[src/hdl/svtg_pkg.sv]
// Package for the six-voice tone generator: widths, codes, controller types,
// frequency and voice-pattern tables, and the controller-to-datapath command.
// Depends on nothing; every other file of the block uses it.
`timescale 1ns / 1ps
`default_nettype none

package svtg_pkg;

   localparam int VOICES   = 6;
   localparam int VOICE_W  = 3;
   localparam int PITCH_W  = 4;
   localparam int PHASE_W  = 20;
   localparam int FREQ_W   = 14;
   localparam int GAIN_W   = 8;
   localparam int DATA_W   = 8;
   localparam int SAMPLE_W = 8;
   localparam int CONTRIB_W = 13;
   localparam int SUM_W    = 15;
   localparam int PROD_W   = 24;
   localparam int MAG_W    = 23;
   localparam int ADDR_W   = 3;

   localparam logic [GAIN_W-1:0] GAIN_RESET = 8'd48;

   // Register index of mix_gain on the CSR port
   localparam logic REG_MIX_GAIN = 1'b0;

   // Item operation codes
   localparam logic OP_WRITE = 1'b0;
   localparam logic OP_TICK  = 1'b1;

   // Saturation bound and divider limit: 128 * 96
   localparam logic [MAG_W-1:0] SAT_LIMIT = 23'd12288;
   localparam logic [6:0] SAT_VALUE = 7'd127;
   localparam logic [7:0] RECIP3 = 8'd171;

   typedef enum logic [1:0] {
      ST_IDLE,
      ST_ACCUM,
      ST_SCALE,
      ST_FINISH
   } state_type;

   typedef struct packed {
      logic               load_write;
      logic               clear_sum;
      logic               step_voice;
      logic [VOICE_W-1:0] voice;
      logic               scale;
      logic               finish;
   } cmd_type;

   localparam logic [FREQ_W-1:0] FREQ_ROM [VOICES][16] = '{
      '{14'd0, 14'd987, 14'd1046, 14'd1108, 14'd1174, 14'd1244, 14'd1318, 14'd1396,
        14'd1479, 14'd1567, 14'd1661, 14'd1759, 14'd1864, 14'd1975, 14'd0, 14'd0},
      '{14'd0, 14'd1975, 14'd2093, 14'd2217, 14'd2349, 14'd2489, 14'd2637, 14'd2793,
        14'd2959, 14'd3135, 14'd3322, 14'd3519, 14'd3729, 14'd3951, 14'd0, 14'd0},
      '{14'd0, 14'd2637, 14'd2793, 14'd2959, 14'd3135, 14'd3322, 14'd3519, 14'd3729,
        14'd3951, 14'd4186, 14'd4434, 14'd4698, 14'd4978, 14'd5274, 14'd0, 14'd0},
      '{14'd0, 14'd3951, 14'd4186, 14'd4434, 14'd4698, 14'd4978, 14'd5274, 14'd5587,
        14'd5919, 14'd6271, 14'd6644, 14'd7039, 14'd7458, 14'd7902, 14'd0, 14'd0},
      '{14'd0, 14'd5274, 14'd5587, 14'd5919, 14'd6271, 14'd6644, 14'd7039, 14'd7458,
        14'd7902, 14'd8372, 14'd8869, 14'd9397, 14'd9956, 14'd10548, 14'd0, 14'd0},
      '{14'd0, 14'd7902, 14'd8372, 14'd8869, 14'd9397, 14'd9956, 14'd10548, 14'd11175,
        14'd11839, 14'd12543, 14'd13289, 14'd14079, 14'd14917, 14'd15804, 14'd0, 14'd0}
   };

   // Frequency word of one voice at one pitch; voices past the last read zero
   function automatic logic [FREQ_W-1:0] freq_word(input logic [VOICE_W-1:0] voice,
                                                   input logic [PITCH_W-1:0] pitch);
      logic [FREQ_W-1:0] word;
      word = '0;
      if (voice < VOICE_W'(VOICES)) begin
         word = FREQ_ROM[voice][pitch];
      end
      return word;
   endfunction

   // Voice enable pattern from the high nibble of a written byte
   function automatic logic [VOICES-1:0] voice_pattern(input logic [3:0] nib);
      logic [VOICES-1:0] pat;
      case (nib) inside
         4'h2:               pat = 6'b100100;
         4'h7, 4'hA:         pat = 6'b001000;
         4'h9, [4'hD:4'hF]:  pat = 6'b000000;
         default:            pat = 6'b100000;
      endcase
      return pat;
   endfunction

endpackage

`default_nettype wire

[src/hdl/svtg_if.sv]
// Channel interfaces of the tone generator: request item and response item.
// Depends on svtg_pkg for the payload widths.
`timescale 1ns / 1ps
`default_nettype none

interface svtg_req_if;
   logic                          valid;
   logic                          ready;
   logic                          operation;
   logic [svtg_pkg::DATA_W-1:0]   data;

   modport source (output valid, output operation, output data, input ready);
   modport sink   (input valid, input operation, input data, output ready);
endinterface

interface svtg_rsp_if;
   logic                                 valid;
   logic                                 ready;
   logic signed [svtg_pkg::SAMPLE_W-1:0] sample;

   modport source (output valid, output sample, input ready);
   modport sink   (input valid, input sample, output ready);
endinterface

`default_nettype wire

[src/hdl/svtg_ctrl.sv]
// Controller of the tone generator: sequences write items and tick items,
// walks the voices and owns the response valid flag. Depends on svtg_pkg.
`timescale 1ns / 1ps
`default_nettype none

module svtg_ctrl (
   input  wire logic              clock,
   input  wire logic              reset,
   input  wire logic              req_valid,
   input  wire logic              req_operation,
   output logic                   req_ready,
   output logic                   rsp_valid,
   input  wire logic              rsp_ready,
   output svtg_pkg::cmd_type      cmd
);

   svtg_pkg::state_type state_ff, state_in;
   logic [svtg_pkg::VOICE_W-1:0] voice_ff, voice_in;
   logic rsp_valid_ff, rsp_valid_in;

   // State, voice counter and response flag
   always_ff @(posedge clock) begin
      if (reset) begin
         state_ff     <= svtg_pkg::ST_IDLE;
         voice_ff     <= '0;
         rsp_valid_ff <= 1'b0;
      end else begin
         state_ff     <= state_in;
         voice_ff     <= voice_in;
         rsp_valid_ff <= rsp_valid_in;
      end
   end

   // Next state and commands
   always_comb begin
      state_in       = state_ff;
      voice_in       = voice_ff;
      rsp_valid_in   = rsp_valid_ff && !rsp_ready;
      req_ready      = 1'b0;
      cmd            = '0;
      cmd.voice      = voice_ff;
      case (state_ff)
         svtg_pkg::ST_IDLE: begin
            req_ready = 1'b1;
            if (req_valid) begin
               if (req_operation == svtg_pkg::OP_TICK) begin
                  cmd.clear_sum = 1'b1;
                  voice_in      = '0;
                  state_in      = svtg_pkg::ST_ACCUM;
               end else begin
                  cmd.load_write = 1'b1;
               end
            end
         end
         svtg_pkg::ST_ACCUM: begin
            cmd.step_voice = 1'b1;
            voice_in       = voice_ff + 1'b1;
            if (voice_ff == svtg_pkg::VOICE_W'(svtg_pkg::VOICES - 1)) begin
               state_in = svtg_pkg::ST_SCALE;
            end
         end
         svtg_pkg::ST_SCALE: begin
            cmd.scale = 1'b1;
            state_in  = svtg_pkg::ST_FINISH;
         end
         svtg_pkg::ST_FINISH: begin
            // hold until the output register is free
            if (!rsp_valid_ff || rsp_ready) begin
               cmd.finish   = 1'b1;
               rsp_valid_in = 1'b1;
               state_in     = svtg_pkg::ST_IDLE;
            end
         end
         default: begin
            state_in = svtg_pkg::ST_IDLE;
         end
      endcase
   end

   assign rsp_valid = rsp_valid_ff;

endmodule

`default_nettype wire

[src/hdl/svtg_datapath.sv]
// Datapath of the tone generator: pitch and enable registers, six phase
// accumulators, voice sum, gain multiply, divide by 96 and saturation.
// Depends on svtg_pkg; driven by svtg_ctrl commands.
`timescale 1ns / 1ps
`default_nettype none

module svtg_datapath (
   input  wire logic                                 clock,
   input  wire logic                                 reset,
   input  wire svtg_pkg::cmd_type                    cmd,
   input  wire logic [svtg_pkg::DATA_W-1:0]          req_data,
   input  wire logic [svtg_pkg::GAIN_W-1:0]          mix_gain,
   output logic signed [svtg_pkg::SAMPLE_W-1:0]      sample
);

   logic [svtg_pkg::PHASE_W-1:0] phase_ff [svtg_pkg::VOICES];
   logic [svtg_pkg::PHASE_W-1:0] phase_in;
   logic [svtg_pkg::VOICES-1:0]  enable_ff;
   logic [svtg_pkg::PITCH_W-1:0] pitch_ff;
   logic signed [svtg_pkg::SUM_W-1:0]  sum_ff, sum_in;
   logic signed [svtg_pkg::PROD_W-1:0] prod_ff;
   logic signed [svtg_pkg::SAMPLE_W-1:0] sample_ff, sample_in;

   logic [svtg_pkg::FREQ_W-1:0]      freq;
   logic                             active;
   logic signed [4:0]                diff;
   logic signed [svtg_pkg::CONTRIB_W-1:0] contrib;
   logic [svtg_pkg::PROD_W-1:0]      prod_abs;
   logic [svtg_pkg::MAG_W-1:0]       mag;
   logic [8:0]                       coarse;
   logic [16:0]                      recip;
   logic [6:0]                       quot;

   // Advance the selected voice and form its contribution
   always_comb begin
      freq     = svtg_pkg::freq_word(cmd.voice, pitch_ff);
      active   = enable_ff[cmd.voice] && (freq != '0);
      phase_in = phase_ff[cmd.voice] + {{(svtg_pkg::PHASE_W - svtg_pkg::FREQ_W){1'b0}}, freq};
      diff     = $signed({1'b0, phase_in[19:16]}) - 5'sd8;
      contrib  = ($signed({{8{diff[4]}}, diff}) <<< 8) - $signed({{8{diff[4]}}, diff});
      sum_in   = sum_ff;
      if (active) begin
         sum_in = sum_ff + $signed({{(svtg_pkg::SUM_W - svtg_pkg::CONTRIB_W){contrib[12]}},
                                    contrib});
      end
   end

   // Divide the magnitude by 96 as (x >> 5) / 3, saturate, restore sign
   always_comb begin
      prod_abs  = prod_ff[svtg_pkg::PROD_W-1] ? (~prod_ff + 1'b1) : prod_ff;
      mag       = prod_abs[svtg_pkg::MAG_W-1:0];
      coarse    = mag[13:5];
      recip     = coarse * svtg_pkg::RECIP3;
      quot      = recip[15:9];
      if (mag >= svtg_pkg::SAT_LIMIT) begin
         quot = svtg_pkg::SAT_VALUE;
      end
      sample_in = prod_ff[svtg_pkg::PROD_W-1] ? -$signed({1'b0, quot}) : $signed({1'b0, quot});
   end

   // Control state: phases, enables, pitch
   always_ff @(posedge clock) begin
      if (reset) begin
         for (int v = 0; v < svtg_pkg::VOICES; v++) begin
            phase_ff[v] <= '0;
         end
         enable_ff <= '0;
         pitch_ff  <= '0;
      end else begin
         if (cmd.load_write) begin
            pitch_ff  <= req_data[3:0] + 1'b1;
            enable_ff <= svtg_pkg::voice_pattern(req_data[7:4]);
         end
         if (cmd.step_voice && active) begin
            phase_ff[cmd.voice] <= phase_in;
         end
      end
   end

   // Sum, product and sample registers
   always_ff @(posedge clock) begin
      if (cmd.clear_sum) begin
         sum_ff <= '0;
      end else if (cmd.step_voice) begin
         sum_ff <= sum_in;
      end
      if (cmd.scale) begin
         prod_ff <= svtg_pkg::PROD_W'(sum_ff * $signed({1'b0, mix_gain}));
      end
      if (cmd.finish) begin
         sample_ff <= sample_in;
      end
   end

   assign sample = sample_ff;

endmodule

`default_nettype wire

[src/hdl/six_voice_tone_generator.sv]
// Top level of the six-voice tone generator: CSR port with the mix gain
// register, controller and datapath. Depends on svtg_pkg, svtg_if, svtg_ctrl,
// svtg_datapath.
//
//   channel   direction  fields                 handshake
//   req_bus   in         operation[0], data[7:0] valid / ready
//   rsp_bus   out        sample[7:0] signed     valid / ready
//   csr_*     in/out     mix_gain at byte 0     APB, pready tied high
//
// A write item is taken straight from idle; a tick item walks the voices one by one
// through the shared phase adder, then a gain multiply state and a divide and
// saturate state into the output register, and only then is the next item taken.
// The output register holds a sample until it is taken; write items are taken
// meanwhile, and a finished tick waits only if the previous sample is still held.
// Reset clears phases, enables, pitch and the gain (to 48).
`timescale 1ns / 1ps
`default_nettype none

module six_voice_tone_generator (
   input  wire logic                          clock,
   input  wire logic                          reset,
   svtg_req_if.sink                           req_bus,
   svtg_rsp_if.source                         rsp_bus,
   input  wire logic                          csr_psel,
   input  wire logic                          csr_penable,
   input  wire logic                          csr_pwrite,
   input  wire logic [svtg_pkg::ADDR_W-1:0]   csr_paddr,
   input  wire logic [31:0]                   csr_pwdata,
   output logic [31:0]                        csr_prdata,
   output logic                               csr_pready
);

   logic [svtg_pkg::GAIN_W-1:0] gain_ff, gain_in;
   svtg_pkg::cmd_type cmd;
   logic reg_sel;

   // Register file: one gain register, written on the access cycle
   assign reg_sel    = csr_paddr[2] == svtg_pkg::REG_MIX_GAIN;
   assign csr_pready = 1'b1;

   always_comb begin
      gain_in = gain_ff;
      if (csr_psel && csr_penable && csr_pwrite && reg_sel) begin
         gain_in = csr_pwdata[svtg_pkg::GAIN_W-1:0];
      end
      csr_prdata = '0;
      if (reg_sel) begin
         csr_prdata = {{(32 - svtg_pkg::GAIN_W){1'b0}}, gain_ff};
      end
   end

   always_ff @(posedge clock) begin
      if (reset) begin
         gain_ff <= svtg_pkg::GAIN_RESET;
      end else begin
         gain_ff <= gain_in;
      end
   end

   svtg_ctrl u_ctrl (
      .clock         (clock),
      .reset         (reset),
      .req_valid     (req_bus.valid),
      .req_operation (req_bus.operation),
      .req_ready     (req_bus.ready),
      .rsp_valid     (rsp_bus.valid),
      .rsp_ready     (rsp_bus.ready),
      .cmd           (cmd)
   );

   svtg_datapath u_datapath (
      .clock    (clock),
      .reset    (reset),
      .cmd      (cmd),
      .req_data (req_bus.data),
      .mix_gain (gain_ff),
      .sample   (rsp_bus.sample)
   );

endmodule

`default_nettype wire

[src/flat_wrapper.sv]
// flat-port wrapper written by rule: the top's interface ports become plain ports
module six_voice_tone_generator_flat 
  (clock, reset, csr_psel, csr_penable, csr_pwrite, csr_paddr, csr_pwdata, csr_prdata, csr_pready, req_bus_valid, req_bus_operation, req_bus_data, req_bus_ready, rsp_bus_valid, rsp_bus_sample, rsp_bus_ready);
  svtg_req_if req_bus_i ();
  svtg_rsp_if rsp_bus_i ();
  input  wire logic clock;
  input  wire logic reset;
  input  wire logic csr_psel;
  input  wire logic csr_penable;
  input  wire logic csr_pwrite;
  input  wire logic [svtg_pkg::ADDR_W-1:0] csr_paddr;
  input  wire logic [31:0] csr_pwdata;
  output logic [31:0] csr_prdata;
  output logic csr_pready;
  input wire logic [$bits(req_bus_i.valid)-1:0] req_bus_valid;
  input wire logic [$bits(req_bus_i.operation)-1:0] req_bus_operation;
  input wire logic [$bits(req_bus_i.data)-1:0] req_bus_data;
  output wire logic [$bits(req_bus_i.ready)-1:0] req_bus_ready;
  output wire logic [$bits(rsp_bus_i.valid)-1:0] rsp_bus_valid;
  output wire logic [$bits(rsp_bus_i.sample)-1:0] rsp_bus_sample;
  input wire logic [$bits(rsp_bus_i.ready)-1:0] rsp_bus_ready;
  assign req_bus_i.valid = req_bus_valid;
  assign req_bus_i.operation = req_bus_operation;
  assign req_bus_i.data = req_bus_data;
  assign req_bus_ready = req_bus_i.ready;
  assign rsp_bus_valid = rsp_bus_i.valid;
  assign rsp_bus_sample = rsp_bus_i.sample;
  assign rsp_bus_i.ready = rsp_bus_ready;
  six_voice_tone_generator u_core (.clock(clock), .reset(reset), .req_bus(req_bus_i), .rsp_bus(rsp_bus_i), .csr_psel(csr_psel), .csr_penable(csr_penable), .csr_pwrite(csr_pwrite), .csr_paddr(csr_paddr), .csr_pwdata(csr_pwdata), .csr_prdata(csr_prdata), .csr_pready(csr_pready));
endmodule
[config.mk]
export PLATFORM = sky130hd
export DESIGN_NAME = six_voice_tone_generator_flat
export DESIGN_NICKNAME = d
export VERILOG_FILES = /design/src/hdl/svtg_pkg.sv /design/src/hdl/svtg_if.sv /design/src/hdl/svtg_ctrl.sv /design/src/hdl/svtg_datapath.sv /design/src/hdl/six_voice_tone_generator.sv /design/src/flat_wrapper.sv
export SDC_FILE = /design/constraint.sdc
export NUM_CORES = 1
export LEC_CHECK = 0
export BUFFER_PORTS_ARGS = -buffer_cell sky130_fd_sc_hd__buf_2
export CORE_ASPECT_RATIO = 0.6
export CORE_MARGIN = 4
export CORE_UTILIZATION = 63
export DETAILED_ROUTE_END_ITERATION = 6
export GPL_TIMING_DRIVEN = 0
export MAX_ROUTING_LAYER = met4
export PLACE_DENSITY = 0.83
export SETUP_SLACK_MARGIN = 0.02
export SYNTH_ARGS = -nofsm -noshare
export SYNTH_HDL_FRONTEND = slang
export SYNTH_HIERARCHICAL = 1
export SYNTH_SLANG_ARGS = --single-unit
[constraint.sdc]
create_clock -name clock -period 11.6 [get_ports clock]
set_clock_uncertainty 0.15 [all_clocks]
set_input_delay 2.32 -clock clock [delete_from_list [all_inputs] [get_ports clock]]
set_output_delay 2.32 -clock clock [all_outputs]
set_load 0.02 [all_outputs]
# [Word-level counts from Yosys, hierarchy flattened]
# Memories as Yosys holds them, arrays and structs flattened. A register that Yosys moved wholly into a read port is not among the register bits.
# Index checks and enable logic that the tools add are counted.
[totals] wordCells=108 out_inout_bits=43 n_memories=2 mem_bits_ro=1792 input_bits=51 register_bits=71 ramBits=120
[mem_list] name="(no name shown)" depth=8 width=224 read_ports=1 rd_clocked_by_memory_dff=0 wr=0 line="svtg_pkg.sv:74" text="word = FREQ_ROM[voice][pitch];"
[mem_list] name="u_core.u_datapath.phase_ff" depth=6 width=20 read_ports=1 rd_clocked_by_memory_dff=1 wr=6 line="svtg_datapath.sv:16" text="logic [svtg_pkg::PHASE_W-1:0] phase_ff [svtg_pkg::VOICES];"
[classes] n_mux=44 mul=2 add_sub_neg=8 reduce_logical=19 bitwise=4 eq_ne=12 n_lt_le_gt_ge=7
[ops] op="224-bit two-way mux" count=2
[ops] op="14-bit binary-select mux with 4-bit select" count=1
[ops] op="14-bit two-way mux" count=3
[ops] op="15-bit by 9-bit multiplier with 24-bit output" count=1
[ops] op="23-bit by 1-bit adder with 23-bit output (second input constant)" count=1
[ops] op="23-bit by 14-bit greater-or-equal comparator with 1-bit output (second input constant)" count=1
[ops] op="23-bit two-way mux" count=1
[ops] op="23-bit inverter" count=1
[ops] op="20-bit by 14-bit adder with 20-bit output" count=1
[ops] op="20-bit two-way mux" count=1
[ops] op="20-bit OR reduction" count=1
[ops] op="6-bit two-way mux" count=3
[ops] op="9-bit by 8-bit multiplier with 16-bit output (second input constant)" count=1
[ops] op="1-bit two-way mux" count=16
[ops] op="15-bit by 13-bit adder with 15-bit output" count=1
[ops] op="3-bit two-way mux" count=5
[ops] op="7-bit two-way mux" count=2
[ops] op="14-bit nonzero test" count=1
[ops] op="13-bit by 5-bit subtractor with 13-bit output" count=1
[ops] op="2-bit two-way mux" count=6
[ops] op="4-bit equality test (second input constant)" count=2
[ops] op="4-bit greater-or-equal comparator (second input constant)" count=2
[ops] op="8-bit two-way mux" count=1
[ops] op="2-bit != test (second input constant)" count=4
[ops] op="28 further kinds" count=37

# [Logic depth before layout (Yosys ltp)]
[depth] word_depth=16 ltp_mapped=38 depth_no_buf=35

# [By module]
# The synthesis kept the hierarchy.
[by_module_without_submodules] mod="svtg_datapath" instances=1 cells_each=1702 area_each_um2=17688.2
[by_module_without_submodules] mod="six_voice_tone_generator" instances=1 cells_each=70 area_each_um2=620.6
[by_module_without_submodules] mod="svtg_ctrl" instances=1 cells_each=48 area_each_um2=419.2

# [Least setup slack after synthesis]
# OpenSTA, ideal clock, no wires.
[synth_path] path_kind="register to register" startpoint="register u_core/u_ctrl/voice_ff[0] (netlist name)" endpoint="register u_core/u_datapath/sum_ff[14] (netlist name)" t_arrival_ps=8182 stages_incl_launch_ff=32 period_less_slack_ps=8455 slack_ps=3145 cell_sequence="dfxtp_1 -> buf_2 -> buf_2 -> buf_2 -> buf_1 -> mux4_2 -> nand2_1 -> nand2_1 -> ha_1 -> fa_1 -> a21o_1 -> a21o_1 -> a311o_1 -> a31o_2 -> a21oi_2 -> nor3_1 -> xor2_1 -> ha_1 -> fa_1 -> a21o_1 -> a21oi_1 -> o21bai_1 -> a21oi_1 -> o21bai_1 -> a21oi_1 -> o21bai_1 -> a21oi_1 -> o21ai_0 -> and3_1 -> or3b_2 -> mux2i_1 -> mux2_1"
[synth_between] elab_chain_cells=12 elab_cells_between_ends=18 classes_between="4 x add/sub; 1 x order compare; 8 x mux; 1 x bitwise; 3 x reduce/logical; 1 x memory"
[synth_lines] item="start: declaration" line="svtg_ctrl.sv:18" text="logic [svtg_pkg::VOICE_W-1:0] voice_ff, voice_in;"
[synth_lines] item="start signal: assignment" line="svtg_ctrl.sv:29" text="voice_ff <= voice_in;"
[synth_lines] item="3-bit inverter with 4-bit output (not written as such)" line="svtg_pkg.sv:74"
[synth_lines] item="memory read 8 x 224 bit"
[synth_lines] item="224-bit two-way mux (not written as such) (2 in series)" line="svtg_pkg.sv:74"
[synth_lines] item="14-bit binary-select mux with 4-bit select" line="svtg_pkg.sv:74"
[synth_lines] item="14-bit two-way mux (not written as such) (2 in series)" line="svtg_pkg.sv:74"
[synth_lines] item="14-bit two-way mux" line="svtg_pkg.sv:73" text="if (voice < VOICE_W'(VOICES)) begin"
[synth_lines] item="20-bit by 14-bit adder with 20-bit output" line="svtg_datapath.sv:38" text="phase_in = phase_ff[cmd.voice] + {{(svtg_pkg::PHASE_W - svtg_pkg::FREQ_W){1'b0}}, freq};"
[synth_lines] item="4-bit by 4-bit subtractor with 5-bit output" line="svtg_datapath.sv:39" text="diff = $signed({1'b0, phase_in[19:16]}) - 5'sd8;"
[synth_lines] item="13-bit by 5-bit subtractor with 13-bit output" line="svtg_datapath.sv:40" text="contrib = ($signed({{8{diff[4]}}, diff}) <<< 8) - $signed({{8{diff[4]}}, diff});"
[synth_lines] item="15-bit by 13-bit adder with 15-bit output" line="svtg_datapath.sv:43" text="sum_in = sum_ff + $signed({{(svtg_pkg::SUM_W - svtg_pkg::CONTRIB_W){contrib[12]}},"
[synth_lines] item="end signal: assignment" line="svtg_datapath.sv:85" text="sum_ff <= sum_in;"
[synth_lines] item="end: declaration" line="svtg_datapath.sv:20" text="logic signed [svtg_pkg::SUM_W-1:0] sum_ff, sum_in;"
# Several ways; a longest one is shown, not always the timed one. The select of a mux whose other input is x is not followed.
# A chain may end at the register's enable or synchronous reset.

# [Worst setup path in the final report]
[layout_path] startpoint="register u_core/u_ctrl/voice_ff[2] (netlist name)" endpoint="register u_core/u_datapath/sum_ff[14] (netlist name)"
# Same word-level chain as after synthesis.

==> impl_metrics.json <==
{
  "cpPeakStageDelay_ns": 0.81,
  "layout_setup_ws_ns": 0.456,
  "htreeDepth": 1,
  "dieArea_mm2": 0.0326,
  "slew_violations": 0,
  "finalCritPeriodShare": 0.961,
  "cts_tree": "yes",
  "nNetsFinal": 2321,
  "clkTransAtPathRegs_ns": 0.07,
  "min_period_ns": 11.14,
  "path_delay_family": "buffers and inverters",
  "critPathLaunch": "u_core/u_ctrl/voice_ff[2]",
  "grt_antenna_before_repair": 1,
  "grt_pass1_vias": 14400,
  "path_common_cell": "a21oi_1",
  "ys_ff_latch": 228,
  "power_density_mw_per_mm2": 170,
  "wl_per_cell_um": 21.3,
  "wl_mm": 51.6,
  "drv_cap": 0,
  "drc": 0,
  "vias_per_cell": 6.02,
  "worst_path_max_delay_cell": "clkdlybuf4s15_1",
  "rsz0062_at_grt": "no",
  "netlist_area_mm2": 0.0187,
  "fill_cells": 2168,
  "place.gp.congestion": 1.00,
  "cts_root_buf": "clkbuf_16",
  "crit_arrival_ns": 11.42,
  "gr-total-overflow": 0,
  "post_cts_buffers": 0,
  "cts_buffers": 22,
  "required_ns": 11.88,
  "synth.yosys.seq_area_share": 0.346,
  "irDropWorstVdd_v": 0.000270,
  "tightest_slew_ns": 1.28,
  "drive_above_1_share": 0.0994,
  "pre_cts_slack_ns": 0.507,
  "async_flop_share": 0,
  "grt_max_degree": 26,
  "setup_tns_ns": 0,
  "hp-class": "flip-flop to flip-flop",
  "hold_viol": 0,
  "core_area_mm2": 0.0290,
  "drtIter0Drc": 1677,
  "crit_buf_inv": 8,
  "ant_nets": 0,
  "num_vias": 14600,
  "crit_type": "flip-flop to flip-flop",
  "setup_viol": 0,
  "grt_pass1_wl_mm": 80.9,
  "ys.flop_type": "edfxtp_1",
  "dp_hpwl_mm": 38.7,
  "detail_route.first_pass.iterations": 6,
  "yosysWarnings": 6,
  "crit_fanout": 11,
  "cp-end-kind": "flip-flop",
  "p_leak_nw": 9.31,
  "synthCells": 1820,
  "holdCritStartpoint": "u_core/u_datapath/enable_ff[5]",
  "cp-start-kind": "flip-flop",
  "synthToLayoutAreaGrowth_pct": 10.1,
  "max_slew_margin": 0.148,
  "synth_area_per_cell_um2": 10.3,
  "timing.rr.start": "u_core/u_ctrl/voice_ff[2]",
  "placementRows": 48,
  "postLayoutCellArea_mm2": 0.0206,
  "place_area_mm2": 0.0199,
  "clock_sink_count": 228,
  "synth.distinct_cells": 92,
  "die_w_um": 231,
  "clockBufferDepth": 3,
  "max_freq_mhz": 89.7,
  "ioPinCount": 94,
  "clk_latency_ns": 0.54,
  "place.port_buffers": 42,
  "die_y_um": 142,
  "synth_edf_count": 192,
  "grt_use_total": 0.329,
  "start_util": 0.646,
  "holdWs_ns": 0.326,
  "status": "completed"
}
[cell usage after synthesis (5+ instances only)]
| cell type | number | share of area |
|---|---|---|
| inv_1 | 226 | 0.045 |
| edfxtp_1 | 192 | 0.31 |
| nor2_1 | 161 | 0.032 |
| ha_1 | 150 | 0.10 |
| nand2_1 | 150 | 0.030 |
| fa_1 | 112 | 0.12 |
| and2_1 | 82 | 0.027 |
| a21oi_1 | 67 | 0.018 |
| xnor2_1 | 57 | 0.027 |
| o21ai_0 | 48 | 0.013 |
| mux4_2 | 42 | 0.051 |
| clkbuf_1 | 39 | 0.0078 |
| mux2i_1 | 39 | 0.021 |
| nand2b_1 | 37 | 0.012 |
| dfxtp_1 | 36 | 0.038 |
| buf_4 | 28 | 0.011 |
| nor3_1 | 27 | 0.0072 |
| nand3_1 | 21 | 0.0056 |
| xor2_1 | 20 | 0.0094 |
| buf_2 | 18 | 0.0048 |
| a21o_1 | 14 | 0.0056 |
| a31oi_1 | 14 | 0.0047 |
| nor2b_1 | 14 | 0.0047 |
| o21bai_1 | 14 | 0.0056 |
| a211oi_1 | 11 | 0.0044 |
| and3_1 | 11 | 0.0037 |
| buf_1 | 11 | 0.0022 |
| o31ai_1 | 11 | 0.0044 |
| a21boi_0 | 10 | 0.0040 |
| a311oi_1 | 8 | 0.0037 |
| and2b_2 | 8 | 0.0037 |
| or4_1 | 8 | 0.0032 |
| o211ai_1 | 7 | 0.0028 |
| o22ai_1 | 6 | 0.0020 |
| a221oi_1 | 5 | 0.0023 |
| or3_1 | 5 | 0.0017 |
[timing repair]
| action | 4_1_cts | 5_1_grt |
|---|---|---|
| hold buffers | 0 | 0 |
| setup endpoints to repair | 0 | 1 |
| resized for setup | 0 | 2 |
[cell families after synthesis]
kind of cell               share of synthesized area
AOI/OAI and AO/OA                              0.105
xor gates and xnor gates                      0.0369
adders and majority gates                      0.220
buffers and inverters                         0.0730
DFF                                            0.346
muxes                                         0.0752
other                                       0.000601
and+or+nand+nor                                0.143
[state kept, by name, summed over array words and instances, names as in the netlist]
signal and flops:
u_core/u_ctrl/state_ff 2, u_core/u_datapath/pitch_ff 4, u_core/u_datapath/enable_ff 3, u_core/u_datapath/sum_ff 15, u_core/u_datapath/prod_ff 24, u_core/u_ctrl/voice_ff 3, u_core/u_datapath/phase_ff 160, u_core/u_datapath/sample 8
u_core/u_ctrl/rsp_valid 1, u_core/gain_ff 8
[metal layers]
layer	up-vias	global-route usage	routed length, um
li1	6518	-	-
met3	92	0.0971	6490
met2	798	0.465	21500
met4	0	0.0769	1080
met5	-	-	0
met1	7177	0.474	22500
[where the power goes]
| part | internal (mW) | total (mW) | leakage [nW] | switching [mW] |
|---|---|---|---|---|
| sequential | 0.945 | 0.982 | 2.20 | 0.0370 |
| clock | 0.404 | 0.721 | 0.342 | 0.317 |
| combinational | 0.708 | 1.79 | 6.77 | 1.09 |
| total | 2.06 | 3.50 | 9.31 | 1.44 |
[worst paths after layout]
path,cells after the start,endpoint,slack (ns)
worst min register to register,2,u_core/u_datapath/enable_ff[5],0.33
worst max-delay path,35,u_core/u_datapath/sum_ff[14],0.46
worst min-delay path,2,u_core/u_datapath/enable_ff[5],0.33
worst max register to register,35,u_core/u_datapath/sum_ff[14],0.46
[worst min-delay path, stage by stage (launching register included)]
cell	delay (ns)
dfxtp_1	0.31
nand2b_1	0.06
a21oi_1	0.06
[cell type report]
class                      instances  area, um2  area share
sequential                       228       6490       0.314
inverter                         231        867      0.0420
tap                              400        500      0.0243
timing repair buffer              42        210      0.0102
antenna                            1       2.50    0.000121
multi-input combinational       1386      11300       0.550
buffer                            97        509      0.0247
clock buffer                      29        587      0.0284
clock inverter                    10        124     0.00601
[per-stage QoR]
| stage | power [mW] | utilization | std cells |
|---|---|---|---|
| detailed placement | 2.71 | 0.686 | 2384 |
| finish | 3.50 | 0.711 | 2424 |
| CTS | 3.44 | 0.710 | 2423 |
| global placement | 2.63 | 0.686 | 2384 |
| global route | 3.74 | 0.711 | 2424 |
| floorplan | 2.29 | - | 1942 |
[layout by cell type (no fill, tap or decap), drive strengths merged, types with 15 or more instances in the layout]
| cell type | count |
|---|---|
| nand3 | 22 |
| buf | 99 |
| edfxtp | 192 |
| ha | 150 |
| conb | 125 |
| xnor2 | 58 |
| mux2i | 39 |
| a21oi | 68 |
| clkbuf | 68 |
| inv | 229 |
| mux4 | 42 |
| fa | 112 |
| a31oi | 15 |
| nor2 | 162 |
| nand2b | 38 |
| nand2 | 150 |
| nor3 | 28 |
| o21ai | 50 |
| dfxtp | 36 |
| and2 | 82 |
| xor2 | 20 |
No activity file was read; power rests on OpenSTA's default activity.
